## src/design/aadf_pkg.sv

```systemverilog
`timescale 1ns / 1ps
// ---------------------------------------------------------------------------
// aadf_pkg
// Shared widths, register indexes, mode codes and types of the axis filter.
// ---------------------------------------------------------------------------
package aadf_pkg;

  localparam int SAMPLE_W = 16;
  localparam int KSIZE_W  = 7;
  localparam int MODE_W   = 2;
  localparam int INDEX_W  = 3;

  // configuration register indexes
  localparam logic [INDEX_W-1:0] REG_FILTER_MODE = 3'd0;
  localparam logic [INDEX_W-1:0] REG_LOWER_BOUND = 3'd1;
  localparam logic [INDEX_W-1:0] REG_UPPER_BOUND = 3'd2;
  localparam logic [INDEX_W-1:0] REG_DEADZONE    = 3'd3;
  localparam logic [INDEX_W-1:0] REG_BLOCK_SIZE  = 3'd4;

  // filter modes
  localparam logic [MODE_W-1:0] MODE_DROP    = 2'd0;
  localparam logic [MODE_W-1:0] MODE_PASS    = 2'd1;
  localparam logic [MODE_W-1:0] MODE_AVERAGE = 2'd2;
  localparam logic [MODE_W-1:0] MODE_LAST    = 2'd3;

  typedef enum logic [2:0] {
    ST_IDLE = 3'b001,
    ST_DIV  = 3'b010,
    ST_EMIT = 3'b100
  } seq_state_t;

  // divider request: start pulse and sign of the dividend
  typedef struct packed {
    logic start;
    logic neg;
  } div_req_t;

endpackage

```

## src/design/aadf_div.sv

```systemverilog
`timescale 1ns / 1ps
// ---------------------------------------------------------------------------
// aadf_div
// Restoring divider, one quotient bit per cycle, signed result truncated
// toward zero from a magnitude dividend and a sign flag.
// ---------------------------------------------------------------------------
module aadf_div #(
  parameter int SUM_W = 22
) (
  input  logic                              clk,
  input  logic                              rst_n,
  input  aadf_pkg::div_req_t                req,
  input  logic [SUM_W-1:0]                  dividend_mag,
  input  logic [aadf_pkg::KSIZE_W-1:0]      divisor,
  output logic                              done,
  output logic signed [aadf_pkg::SAMPLE_W-1:0] quotient
);
  import aadf_pkg::*;

  localparam int CNT_W = $clog2(SUM_W + 1);

  logic [SUM_W-1:0]   quo_r, quo_nxt;
  logic [KSIZE_W-1:0] rem_r, rem_nxt;
  logic [CNT_W-1:0]   cnt_r, cnt_nxt;
  logic               busy_r, busy_nxt;
  logic               done_r, done_nxt;
  logic               neg_r, neg_nxt;

  logic [KSIZE_W:0]   shifted;
  logic [KSIZE_W+1:0] diff;
  logic               ge;
  logic [SUM_W-1:0]   quo_signed;

  // shared subtractor: one trial subtraction per cycle
  assign shifted = {rem_r, quo_r[SUM_W-1]};
  assign diff    = {1'b0, shifted} - {2'b00, divisor};
  assign ge      = ~diff[KSIZE_W+1];

  always_comb begin
    quo_nxt  = quo_r;
    rem_nxt  = rem_r;
    cnt_nxt  = cnt_r;
    busy_nxt = busy_r;
    done_nxt = 1'b0;
    neg_nxt  = neg_r;
    if (req.start) begin
      quo_nxt  = dividend_mag;
      rem_nxt  = '0;
      cnt_nxt  = CNT_W'(SUM_W);
      busy_nxt = 1'b1;
      neg_nxt  = req.neg;
    end else if (busy_r) begin
      rem_nxt = ge ? diff[KSIZE_W-1:0] : shifted[KSIZE_W-1:0];
      quo_nxt = {quo_r[SUM_W-2:0], ge};
      cnt_nxt = cnt_r - CNT_W'(1);
      if (cnt_r == CNT_W'(1)) begin
        busy_nxt = 1'b0;
        done_nxt = 1'b1;
      end
    end
  end

  always_ff @(posedge clk) begin
    if (!rst_n) begin
      busy_r <= 1'b0;
      done_r <= 1'b0;
    end else begin
      busy_r <= busy_nxt;
      done_r <= done_nxt;
    end
    quo_r <= quo_nxt;
    rem_r <= rem_nxt;
    cnt_r <= cnt_nxt;
    neg_r <= neg_nxt;
  end

  assign quo_signed = neg_r ? (~quo_r + SUM_W'(1)) : quo_r;
  assign quotient   = quo_signed[SAMPLE_W-1:0];
  assign done       = done_r;

endmodule

```

## src/design/analog_axis_deadzone_filter_unit.sv

```systemverilog
`timescale 1ns / 1ps
// ---------------------------------------------------------------------------
// analog_axis_deadzone_filter_unit
// Deadzone and range gate on a signed axis stream, with a boxcar average or
// last-of-block decimator over a configured block size of accepted samples.
// ---------------------------------------------------------------------------
// Results: pass-through, last-of-block and size-one results go from the
//   result register through the emit step into the output register; block
//   averages pass through the bit-serial divider first.
// Throughput: one sample per cycle while it only adds to the block; a sample
//   that emits a result closes the input until the result is loaded.
// Reset: synchronous, active low; configuration registers, sum and count return to reset.
module analog_axis_deadzone_filter_unit #(
  parameter int MAX_KERNEL = 64
) (
  input  logic                                clk,
  input  logic                                rst_n,
  // config write channel
  input  logic                                cfg_valid,
  output logic                                cfg_ready,
  input  logic [aadf_pkg::INDEX_W-1:0]        cfg_index,
  input  logic [aadf_pkg::SAMPLE_W-1:0]       cfg_data,
  // sample stream in
  input  logic                                in_tvalid,
  output logic                                in_tready,
  input  logic [aadf_pkg::SAMPLE_W-1:0]       in_tdata,   // [15:0] sample
  // filtered stream out
  output logic                                out_tvalid,
  input  logic                                out_tready,
  output logic [aadf_pkg::SAMPLE_W-1:0]       out_tdata   // [15:0] filtered_value
);
  import aadf_pkg::*;

  localparam int SUM_W = SAMPLE_W + $clog2(MAX_KERNEL);
  localparam logic [8:0] MAX_K9 = 9'(MAX_KERNEL);

  // configuration registers
  logic [MODE_W-1:0]          mode_r;
  logic signed [SAMPLE_W-1:0] lower_r, upper_r;
  logic [SAMPLE_W-1:0]        deadzone_r;
  logic [KSIZE_W-1:0]         ksize_r;

  seq_state_t state_r, state_nxt;
  logic signed [SUM_W-1:0]    sum_r, sum_nxt;
  logic [KSIZE_W-1:0]         cnt_r, cnt_nxt;
  logic signed [SAMPLE_W-1:0] res_r, res_nxt;
  logic                       out_valid_r, out_valid_nxt;
  logic [SAMPLE_W-1:0]        out_data_r, out_data_nxt;

  logic                       in_fire, cfg_fire, cfg_hit;
  logic signed [SAMPLE_W-1:0] sample;
  logic signed [SAMPLE_W:0]   sample_x;
  logic [SAMPLE_W:0]          mag;
  logic                       keep;
  logic [KSIZE_W-1:0]         eff_size;
  logic signed [SUM_W-1:0]    sum_acc;
  logic [KSIZE_W-1:0]         cnt_inc;
  logic [SUM_W-1:0]           sum_mag;
  logic                       out_free;

  div_req_t                   div_req;
  logic                       div_done;
  logic signed [SAMPLE_W-1:0] div_quo;

  assign cfg_ready = 1'b1;
  assign cfg_fire  = cfg_valid && cfg_ready;
  assign cfg_hit   = cfg_fire && (cfg_index <= REG_BLOCK_SIZE);
  assign in_tready = (state_r == ST_IDLE);
  assign in_fire   = in_tvalid && in_tready;

  assign sample   = in_tdata;
  assign sample_x = (SAMPLE_W + 1)'(sample);
  assign mag      = sample_x[SAMPLE_W] ? 17'(-sample_x) : 17'(sample_x);
  assign keep     = (mag >= {1'b0, deadzone_r}) && (sample >= lower_r) &&
                    (sample <= upper_r);

  always_comb begin
    if (ksize_r == '0) begin
      eff_size = KSIZE_W'(1);
    end else if ({2'b00, ksize_r} > MAX_K9) begin
      eff_size = MAX_K9[KSIZE_W-1:0];
    end else begin
      eff_size = ksize_r;
    end
  end

  assign sum_acc  = sum_r + SUM_W'(sample);
  assign cnt_inc  = cnt_r + KSIZE_W'(1);
  assign sum_mag  = sum_acc[SUM_W-1] ? (~sum_acc + SUM_W'(1)) : sum_acc;
  assign out_free = !out_valid_r || out_tready;

  always_comb begin
    state_nxt     = state_r;
    sum_nxt       = sum_r;
    cnt_nxt       = cnt_r;
    res_nxt       = res_r;
    div_req.start = 1'b0;
    div_req.neg   = sum_acc[SUM_W-1];
    out_valid_nxt = out_valid_r && !out_tready;
    out_data_nxt  = out_data_r;

    unique case (state_r)
      ST_IDLE: begin
        if (in_fire) begin
          if (mode_r == MODE_PASS) begin
            res_nxt   = sample;
            state_nxt = ST_EMIT;
          end else if (mode_r != MODE_DROP && keep) begin
            if (cnt_inc >= eff_size) begin
              sum_nxt = '0;
              cnt_nxt = '0;
              if (mode_r == MODE_LAST || eff_size == KSIZE_W'(1)) begin
                res_nxt   = sample;
                state_nxt = ST_EMIT;
              end else begin
                div_req.start = 1'b1;
                state_nxt     = ST_DIV;
              end
            end else begin
              sum_nxt = sum_acc;
              cnt_nxt = cnt_inc;
            end
          end
        end
      end
      ST_DIV: begin
        if (div_done) begin
          res_nxt   = div_quo;
          state_nxt = ST_EMIT;
        end
      end
      ST_EMIT: begin
        if (out_free) begin
          out_valid_nxt = 1'b1;
          out_data_nxt  = res_r;
          state_nxt     = ST_IDLE;
        end
      end
      default: state_nxt = ST_IDLE;
    endcase

    // a register write restarts the block
    if (cfg_hit) begin
      sum_nxt = '0;
      cnt_nxt = '0;
    end
  end

  always_ff @(posedge clk) begin
    if (!rst_n) begin
      mode_r      <= MODE_AVERAGE;
      lower_r     <= 16'sh8000;
      upper_r     <= 16'sh7FFF;
      deadzone_r  <= '0;
      ksize_r     <= KSIZE_W'(1);
      state_r     <= ST_IDLE;
      sum_r       <= '0;
      cnt_r       <= '0;
      out_valid_r <= 1'b0;
    end else begin
      if (cfg_fire) begin
        unique case (cfg_index)
          REG_FILTER_MODE: mode_r     <= cfg_data[MODE_W-1:0];
          REG_LOWER_BOUND: lower_r    <= cfg_data;
          REG_UPPER_BOUND: upper_r    <= cfg_data;
          REG_DEADZONE:    deadzone_r <= cfg_data;
          REG_BLOCK_SIZE:  ksize_r    <= cfg_data[KSIZE_W-1:0];
          default: ;
        endcase
      end
      state_r     <= state_nxt;
      sum_r       <= sum_nxt;
      cnt_r       <= cnt_nxt;
      out_valid_r <= out_valid_nxt;
    end
    res_r      <= res_nxt;
    out_data_r <= out_data_nxt;
  end

  aadf_div #(
    .SUM_W(SUM_W)
  ) u_div (
    .clk          (clk),
    .rst_n        (rst_n),
    .req          (div_req),
    .dividend_mag (sum_mag),
    .divisor      (eff_size),
    .done         (div_done),
    .quotient     (div_quo)
  );

  assign out_tvalid = out_valid_r;
  assign out_tdata  = out_data_r;

endmodule

```

## config.mk

```make
export PLATFORM = sky130hd
export DESIGN_NAME = analog_axis_deadzone_filter_unit
export DESIGN_NICKNAME = d
export VERILOG_FILES = /design/src/design/aadf_pkg.sv /design/src/design/aadf_div.sv /design/src/design/analog_axis_deadzone_filter_unit.sv
export SDC_FILE = /design/constraint.sdc
export NUM_CORES = 1
export LEC_CHECK = 0
export ABC_AREA = 1
export BUFFER_PORTS_ARGS = -buffer_cell sky130_fd_sc_hd__buf_2
export CAP_MARGIN = 40
export CORE_ASPECT_RATIO = 1.75
export CORE_MARGIN = 1.5
export CORE_UTILIZATION = 46
export DETAILED_ROUTE_END_ITERATION = 8
export PLACE_DENSITY = 0.61
export SLEW_MARGIN = 20
export SYNTH_ARGS = -nofsm -noshare
export SYNTH_HDL_FRONTEND = slang
export SYNTH_SLANG_ARGS = --single-unit
export TNS_END_PERCENT = 20
```

## constraint.sdc

```tcl
create_clock -name clk -period 7.6 [get_ports clk]
set_clock_uncertainty 0.1 [all_clocks]
set_input_delay 1.14 -clock clk [delete_from_list [all_inputs] [get_ports clk]]
set_output_delay 1.14 -clock clk [all_outputs]
set_load 0.05 [all_outputs]
```

==> metrics.md, run 1 <==
| Metric | Value |
|---|---|
| CP endpoint kind | register |
| Chip height | 205 um |
| CP Buf/Inv Count | 4 |
| Post-CTS Hold Fix Bufs | 0 |
| Initial antenna violation count | 1 |
| IO buf count | 57 |
| Post-synth EDFFs | 55 |
| CTS max path bufs | 2 |
| Switching Power | 923 uW |
| Most repeated library cell on the critical path | nand2_1 |
| Register area share after synthesis | 34.7% |
| Final GP Congestion | 0.907 |
| CTS tree | done |
| Synth Flop Type | dfxtp_1 |
| Hold path cells | 0 |
| Final Routed Wirelength | 31.2 mm |
| CP Max Fanout | 17 |
| # IOs | ~60 |
| Skew-Pair Late Insertion Delay | 0.45 ns |
| Crit start category | input port |
| Mean Syn Cell Area | 6.99 um2 |
| RSZ-0062 raised after global routing | no |
| Reg clk slew, reported paths | about 0.070 ns |
| Placed inst area | 11400 um2 |
| Post-DR vias/cell | 5.21 |
| Initial Utilization | 47.2% |
| Root Buffer | clkbuf_16 |
| Crit. path cell count | 19 |
| WL/cell | 16.4 um |
| Worst path max stage delay | roughly 0.52 ns |
| Worst slew margin | around 46% |
| P per Cell Area | 218 nW/um2 |
| Die width | 119 um |
| Drc violations | 0 |
| Rows | 73 |
| Post-layout net count | 1718 |
| Reg2Reg Depth | 13 |
| Fin. Hold Viols | 0 |
| Yosys warnings | 0 |
| Setup CP Type | input port to register |
| Setup TNS Final | 0 ns |
| Top delay family on crit path | simple AND/OR/NAND/NOR gates |
| Cells after Synth | 1542 |
| Final global-route overflow total | 0 |
| Max VDD drop | 0.000186 V |
| GRT Total Usage | between 20% and 30% |
| Status | completed |
| TritonRoute pass-1 iters | 5 |
| # setup viols final | 0 |
| Final period util | 70.1% |
| DRT iter0 DRCs | 610 |
| Design Area, Final | roughly 12000 um2 |
| CTS Sinks | 159 |
| Share of total power in combinational logic | 27.8% |
| Via Count | 9899 |
| Leakage | 5.88 nW |
| Critical Path RT | 7.66 ns |
| Switching Fraction | 35.6% |
| Pin count of the biggest net entering global routing | 43 |
| Share of post-route cells with drive strength above 1 | 8.38% |
| First-pass GRT wire length | 49.0 mm |
| DRT antenna net count | 0 |
| Number of library cell types mapped by synthesis | 47 |
| Worst Tran Pin Value | between 0.8 and 0.9 ns |
| Net Count, Synth | around 1700 |
| Class of the worst hold path | register to register |
| Vias in the first global route | between 9000 and 10000 |
| Setup Buffers After CTS | 0 |
| CTS Buf Count | 17 |
| Maximum clock frequency | 0.188 GHz |
| Slew Limit Fails | 0 |
| Fraction of registers with async set/reset | 0% |
| Tmin final | 5.33 ns |
| Yosys reg bits | around 160 |
| Worst path slowest cell | nand2_1 |
| Worst path cell trace | buf_2, inv_1, ha_1, inv_1, nor2_1, or3b_2, o31ai_1, nand2_1, xor2_1, ha_1, nand2_1, nor3_1, nand4_1, nand4_1, nand3_2, nor2_4, nand4_2, nand2_1, buf_8 |
| Maxcap violations | 0 |
| Clock power frac | between 30% and 40% |
| Post-cts resize count | 0 |
| Post-Syn Area | 10800 um2 |
| Area Overhead vs Synth | 10.6% |
| Int Pwr | about 1.7 mW |
| Total die area | 24400 um2 |
| Arr. time, crit path | ~5.4 ns |
| # H-tree levels | 4 |
| Reg power frac | 40.1% |
| Core area | 22800 um2 |
| Dpl hpwl | ~25 mm |
==> flip-flops by register name (all words and copies together), names as in the netlist, 2 cells and up <==
register     flops
cnt_r            7
deadzone_r      16
ksize_r          7
lower_r         16
mode_r           2
out_tdata       16
res_r           16
state_r          3
sum_r           22
u_div.cnt_r      5
u_div.quo_r     22
u_div.rem_r      7
upper_r         16
==> synth_stat cells, drive strengths merged (24+ instances only) <==
master	n	area, um2
nand2	430	1630
inv	238	893
nor2	132	518
a21oi	126	631
dfxtp	104	2080
ha	89	1110
o21ai	89	445
nand3	82	425
edfxtp	55	1650
xor2	47	412
clkbuf	30	113
nor3	27	151
nand4	24	156
==> worst paths after layout <==
| kind | from | to | slack, ns |
|---|---|---|---|
| setup reg to reg | ksize_r[4] | res_r[12] | 3.71 |
| setup / recovery | in_tdata[0] | u_div.quo_r[7] | 2.27 |
| hold reg to reg | res_r[11] | out_tdata[11] | 0.31 |
| hold / removal | res_r[11] | out_tdata[11] | 0.31 |
==> layer usage <==
| layer | wire, um | up-vias | global-route usage, % |
|---|---|---|---|
| li1 | - | 5076 | - |
| met3 | 771 | 87 | 3.80 |
| met2 | 16800 | 204 | 51.4 |
| met4 | 1840 | 0 | 16.5 |
| met1 | 11800 | 4532 | 26.0 |
| met5 | 0 | - | 0 |
==> layout by cell type (no fill, tap or decap), types with 47 or more instances in the layout <==
master    count
nand2_1     425
inv_1       222
nor2_1      127
a21oi_1     126
dfxtp_1     104
ha_1         89
nand3_1      78
o21ai_0      76
buf_2        57
edfxtp_1     55
xor2_1       47
==> stage by stage <==
stage	total power [mW]	instances	utilization, %	setup slack, ns	hold WS (ns)
2_1_floorplan	1.58	1542	-	2.56	0.300
3_3_place_gp	1.76	1863	49.4	1.70	0.301
3_5_place_dp	1.78	1868	49.7	1.79	0.305
4_1_cts	2.61	1900	52.2	2.26	0.313
5_1_grt	2.75	1901	52.2	1.86	0.323
6_report	2.59	1901	52.2	2.27	0.314
==> area by class of cell <==
cell class,instances,area [um2]
timing repair buffer,66,399
antenna,1,2.50
clock inverter,14,130
inverter,240,901
tap,300,375
sequential,159,3730
clock buffer,18,429
fill,2328,10900
multi-input combinational,1103,5950
==> power by group through the flow <==
stage,sequential [mW],clock [mW],combinational [mW]
final,1.04,0.833,0.722
after global routing,1.05,0.881,0.816
after floorplan,1.06,0,0.522
after CTS,1.04,0.849,0.726
after detailed placement,1.06,0,0.721
after global placement,1.06,0,0.708
==> kinds of logic after synthesis <==
family                   synth area share, %
AO/OA/AOI/OAI                           12.7
XOR/XNOR                                4.31
adder cells (fa/ha/maj)                 10.7
buffers and inverters                   10.3
flip-flops                              34.7
other                                 0.0348
AND/OR/NAND/NOR                         27.3
No activity file was read; power rests on OpenSTA's default activity.
==> run 2: changes to the inputs <==
PLACE_DENSITY = 0.63   (was 0.61)
clock period = 4.7 ns   (was 7.6 ns; I/O delays follow)
==> run 2 against run 1 <==
Effect of this change: cell count grew 0.68%; core utilization grew 0.67 points; design area grew 1.3%; combinational power grew 65%; flip-flop and latch count is the same; largest cell class unchanged.
==> metrics.md, run 2 (synthesis results as in run 1) <==
| Metric | Value |
|---|---|
| Status | completed |
| DRT iter0 DRCs | 726 (+19%) |
| First-pass GRT wire length | 50.6 mm (+3.3%) |
| Max VDD drop | 0.000341 V (+83%) |
| TritonRoute pass-1 iters | 5 (unchanged) |
| Total die area | 24400 um2 (unchanged) |
| Initial antenna violation count | 0 (-1) |
| Drc violations | 0 (unchanged) |
| Vias in the first global route | 9776 (+1.6%) |
| CTS tree | done |
| # H-tree levels | 4 (unchanged) |
| Maxcap violations | 0 (unchanged) |
| Setup Buffers After CTS | 0 (unchanged) |
| Worst path cell trace | buf_2, inv_1, ha_1, inv_1, nor2_1, or3b_2, o31ai_1, buf_4, nand2_1, xor2_1, ha_1, nand3_1, nor3_1, nand4_1, nand4_1, nand2_1, nand2_1, nand3_1, inv_1 |
| Dpl hpwl | 25.6 mm (+3.9%) |
| Rows | 73 (unchanged) |
| R2R Setup Slk | 0.78 ns (-2.93 ns) |
| Core area | 22800 um2 (unchanged) |
| Util after Layout | 52.9% (+0.67 points) |
| Worst path max stage delay | 0.47 ns (-0.05 ns) |
| GRT Total Usage | 27.6% (+1.2 points) |
| Worst Tran Pin Value | 0.755 ns (-0.0542 ns) |
| # fillers | 2280 (-2.1%) |
| Critical Path RT | 4.68 ns (-2.98 ns) |
| CTS max path bufs | 2 (unchanged) |
| Final period util | 88.3% |
| Placed cell count | 1882 (+0.75%) |
| # IOs | 59 (unchanged) |
| CTS Sinks | 159 (unchanged) |
| Via Count | 10000 (+1.2%) |
| Reg2Reg Depth | 14 (+1) |
| WL/cell | 17.1 um (+4.2%) |
| Reg clk slew, reported paths | 0.06 ns (about the same) |
| Final Routed Wirelength | 32.8 mm (+4.9%) |
| P per Cell Area | 359 nW/um2 (+65%) |
| # setup viols final | 0 (unchanged) |
| Arr. time, crit path | 4.13 ns (-1.26 ns) |
| Post-DR vias/cell | 5.23 (+0.48%) |
| DRT antenna net count | 0 (unchanged) |
| Commonest non-fill, non-tap cells in the layout | nand2_1, inv_1, nor2_1 |
| CP endpoint kind | register |
| Pin count of the biggest net entering global routing | 61 (+42%) |
| Antenna cell count | 0 (-1) |
| Share of post-route cells with drive strength above 1 | 9.29% (+0.92 points) |
| Crit Reg-Reg Startpoint | cnt_r[0] |
| Post-cts resize count | 0 (unchanged) |
| Hold path startpoint | res_r[10] |
| Leakage | 5.98 nW (+1.6%) |
| Worst slew margin | 49.6% (+3.6 points) |
| Largest regs | sum_r (22), u_div.quo_r (22) |
| Hold path endpoint | out_tdata[10] |
| Root Buffer | clkbuf_16 |
| Maximum clock frequency | 0.241 GHz |
| Setup TNS Final | 0 ns (unchanged) |
| Final global-route overflow total | 0 (unchanged) |
| Most common cell after layout, fill and taps aside | nand2_1 |
| IO buf count | 57 (unchanged) |
| Die width | 119 um (unchanged) |
| Crit start category | input port |
| Area Overhead vs Synth | 12.1% |
| Fin. Hold Viols | 0 (unchanged) |
| Final GP Congestion | 0.942 (+3.9%) |
| Critical R2R Capture | res_r[14] |
| Skew-Pair Late Insertion Delay | 0.45 ns (about the same) |
| Worst path slowest cell | or3b_2 |
| Chip height | 205 um (unchanged) |
| Slew Limit Fails | 0 (unchanged) |
| RSZ-0062 raised after global routing | no |
| Post-CTS Hold Fix Bufs | 0 (unchanged) |
| Setup CP Type | input port to register |
| Post-layout net count | 1732 (+0.81%) |
| Hold path cells | 0 (unchanged) |
| CTS Buf Count | 17 (unchanged) |
| Class of the worst hold path | register to register |
| Finished Layout Cells | 1914 (+0.68%) |
| Tmin final | around 4.2 ns |
| CP Max Fanout | 16 (-1) |
| Initial Utilization | 47.2% (unchanged) |
[run 2: power by group]
part	switching (mW)	leakage [nW]	internal [mW]
combinational	0.817	4.34	0.369
sequential	0.0755	1.35	1.60
clock	0.664	0.297	0.811
total	1.56	5.98	2.78
[run 2: worst max path at each step]
stage	from	end	slack, ns	depth (start not counted)
final	in_tdata[0]	res_r[14]	0.55	19
after global routing	in_tdata[0]	res_r[11]	0.16	19
after CTS	in_tdata[0]	res_r[12]	0.58	19
after detailed placement	in_tdata[0]	res_r[11]	0.10	19
after global placement	in_tdata[0]	res_r[11]	0.20	19
after floorplan	in_tdata[0]	u_div.quo_r[0]	0.09	18
[run 2: final cells by class]
cell class	count	area, um2	area share (%)
Multi-Input combinational cell	1103	5950	49.3
Sequential cell	159	3730	30.9
Inverter	240	901	7.46
Timing Repair Buffer	80	494	4.09
Clock buffer	17	425	3.52
Tap cell	300	375	3.11
Clock inverter	15	194	1.61
[run 2: stage by stage]
| step | setup slack [ns] | instance area, um2 | hold WS [ns] | power (mW) |
|---|---|---|---|---|
| finish | 0.549 | 12100 | 0.320 | 4.34 |
| global route | 0.161 | 12100 | 0.331 | 4.60 |
| CTS | 0.575 | 12100 | 0.321 | 4.37 |
| detailed placement | 0.102 | 11500 | 0.305 | 2.89 |
| global placement | 0.199 | 11400 | 0.303 | 2.87 |
| floorplan | 0.0916 | 10800 | 0.300 | 2.55 |
[run 2: per-layer routing]
metal / track usage, % / routed length (um) / vias to the layer above
li1: - / - / 5113
met1: 27.3 / 12100 / 4578
met2: 52.5 / 17300 / 233
met3: 3.71 / 1060 / 91
met4: 19.7 / 2300 / 0
met5: 0 / 0 / -
[run 2: critical path, delay by kind of cell]
kind | cells | cell delay [ns]
simple gates | 10 | 1.71
buf+inv | 5 | 0.86
fa+ha+maj | 2 | 0.50
compound gates | 1 | 0.22
xor+xnor | 1 | 0.14
==> run 3: changes to the inputs <==
CORE_UTILIZATION = 55   (was 46)
PLACE_DENSITY = 0.74   (was 0.63)
==> run 3 against run 2 <==
Effect of this change: non-clock buffer count is 1 lower; count of clock-buffer cells in the layout is the same; design area shrank 0.98%; worst setup slack got worse by 0.064 ns; global-route usage increased by 2.8 points; flip-flop and latch count unchanged; combinational power hardly changed; power fell by 1.7%; cell count down 3.1%; core utilization is 9.4 points higher; register-to-register slack improved by 0.06 ns; largest power group unchanged; die area decreased by 16%.
==> metrics.md, run 3 (synthesis results as in run 1) <==
| Metric | Value |
|---|---|
| # setup viols final | 0 (unchanged) |
| Core area | 19200 um2 (-16%) |
| Most common cell after layout, fill and taps aside | nand2_1 |
| Placed inst area | 11400 um2 (-0.82%) |
| Drc violations | 0 (unchanged) |
| Post-layout net count | 1731 (-0.058%) |
| RSZ-0062 raised after global routing | no |
| Setup CP Type | input port to register |
| Crit start category | input port |
| Critical R2R Capture | res_r[13] |
| Dpl hpwl | 23.4 mm (-8.5%) |
| Antenna cell count | 0 (unchanged) |
| DRT iter0 DRCs | 857 (+18%) |
| R2R Setup Slk | 0.84 ns (+0.06 ns) |
| Worst slew margin | 48.4% (-1.2 points) |
| First-pass GRT wire length | 47.1 mm (-7.0%) |
| Final period util | 89.7% (+1.4 points) |
| DRT antenna net count | 0 (unchanged) |
| Fin. Hold Viols | 0 (unchanged) |
| Initial Utilization | 56.1% (+8.9 points) |
| Crit Reg-Reg Startpoint | cnt_r[0] |
| Final Routed Wirelength | 30.1 mm (-8.1%) |
| Chip height | 188 um (-8.4%) |
| CTS Sinks | 159 (unchanged) |
| Reg2Reg Depth | 14 (unchanged) |
| Arr. time, crit path | 4.19 ns (+0.06 ns) |
| Crit path from | in_tdata[0] |
| Status | completed |
| CTS Buf Count | 17 (unchanged) |
| Reg clk slew, reported paths | 0.07 ns (about the same) |
| Setup ws final | 0.485 ns (-0.0640 ns) |
| Setup Buffers After CTS | 0 (unchanged) |
| Post-CTS Hold Fix Bufs | 0 (unchanged) |
| Total die area | 20500 um2 (-16%) |
| Skew-Pair Late Insertion Delay | 0.45 ns (about the same) |
| Setup TNS Final | 0 ns (unchanged) |
| TritonRoute pass-1 iters | 6 (+1) |
| Maxcap violations | 0 (unchanged) |
| Leakage | 5.96 nW (-0.36%) |
| Root Buffer | clkbuf_16 |
| Initial antenna violation count | 0 (unchanged) |
| Die width | 109 um (-8.3%) |
| Commonest non-fill, non-tap cells in the layout | nand2_1, inv_1, nor2_1 |
| P per Cell Area | 357 nW/um2 (-0.73%) |
| Design Area, Final | 12000 um2 (-0.98%) |
| CTS tree | done |
| Share of post-route cells with drive strength above 1 | 9.24% (-0.056 points) |
| Worst Setup EP | res_r[13] |
| CTS max path bufs | 2 (unchanged) |
| Via Count | 10100 (+1.3%) |
| IO buf count | 57 (unchanged) |
| WL/cell | 16.2 um (-5.1%) |
| Slew Limit Fails | 0 (unchanged) |
| Setup slack after placement | 0.0723 ns (-0.0302 ns) |
| # fillers | 1727 (-24%) |
| Final GP Congestion | 0.986 (+4.7%) |
| Pin count of the biggest net entering global routing | 61 (unchanged) |
| Post-cts resize count | 0 (unchanged) |
| Critical Path RT | 4.68 ns (about the same) |
| GRT Total Usage | 30.5% (+2.8 points) |
| Vias in the first global route | 9627 (-1.5%) |
| Max VDD drop | 0.000286 V (-16%) |
| CP Max Fanout | 16 (unchanged) |
| Largest regs | sum_r (22), u_div.quo_r (22) |
| CP endpoint kind | register |
| # IOs | 59 (unchanged) |
| Rows | 67 (-8.2%) |
| Tmin final | 4.22 ns (+0.0640 ns) |
| Class of the worst hold path | register to register |
| Hold path startpoint | res_r[13] |
| Worst Tran Pin Value | 0.773 ns (+0.0177 ns) |
| Post-DR vias/cell | 5.47 (+4.5%) |
| Final global-route overflow total | 0 (unchanged) |
| Area Overhead vs Synth | 11.0% |
| # H-tree levels | 4 (unchanged) |
| Maximum clock frequency | 0.237 GHz (-1.5%) |
run 3: cell types whose count changed in the layout (fill, tap and decap cells not counted):
cell	change
bufinv_16	-1
buf_12	-1
clkinv_2	+1
run 3: how the worst min path moves through the flow:
| stage | to | slack [ns] | depth (start not counted) |
|---|---|---|---|
| floorplan | out_tdata[0] | 0.30 | 0 |
| global placement | out_tdata[0] | 0.31 | 0 |
| detailed placement | out_tdata[13] | 0.31 | 0 |
| CTS | out_tdata[13] | 0.32 | 0 |
| global route | out_tdata[1] | 0.33 | 0 |
| finish | out_tdata[13] | 0.31 | 0 |
run 3: final cells by class:
type	instances	area [um2]	area share, %
Clock buffer	17	425	3.56
Clock inverter	15	169	1.41
Inverter	240	901	7.54
Multi-Input combinational cell	1103	5950	49.8
Sequential cell	159	3730	31.2
Tap cell	241	302	2.52
Timing Repair Buffer	79	474	3.97
run 3: per-stage QoR:
stage / utilization (%) / cells / hold WS, ns / total power [mW]
floorplan: - / 1542 / 0.300 / 2.55
global placement: 59.0 / 1820 / 0.305 / 2.85
detailed placement: 59.2 / 1822 / 0.305 / 2.87
CTS: 62.3 / 1854 / 0.315 / 4.28
global route: 62.3 / 1854 / 0.326 / 4.50
finish: 62.3 / 1854 / 0.311 / 4.26
run 3: layer usage:
layer | vias up | track usage (%) | part of all wire, %
li1 | 5111 | - | -
met1 | 4565 | 30.6 | 36
met5 | - | 0 | 0
met2 | 339 | 54.4 | 51
met4 | 0 | 22.4 | 7.7
met3 | 127 | 5.63 | 5.6
run 3: critical path, stage by stage:
cell and delay [ns]:
buf_2 0.12, inv_1 0.08, ha_1 0.17, inv_1 0.07, nor2_1 0.12, or3b_2 0.47, o31ai_1 0.39, nand2_1 0.12
xor2_1 0.18, ha_1 0.33, nand3_1 0.10, nor3_1 0.19, nand4_1 0.12, nand4_1 0.19, nand2_1 0.15, nand2_1 0.12
nand3_1 0.10, inv_1 0.45
run 3: power by group:
group	leakage (nW)	switching (mW)	internal [mW]	total [mW]
Clock	0.287	0.652	0.756	1.41
Sequential	1.35	0.0795	1.60	1.68
Combinational	4.32	0.806	0.368	1.17
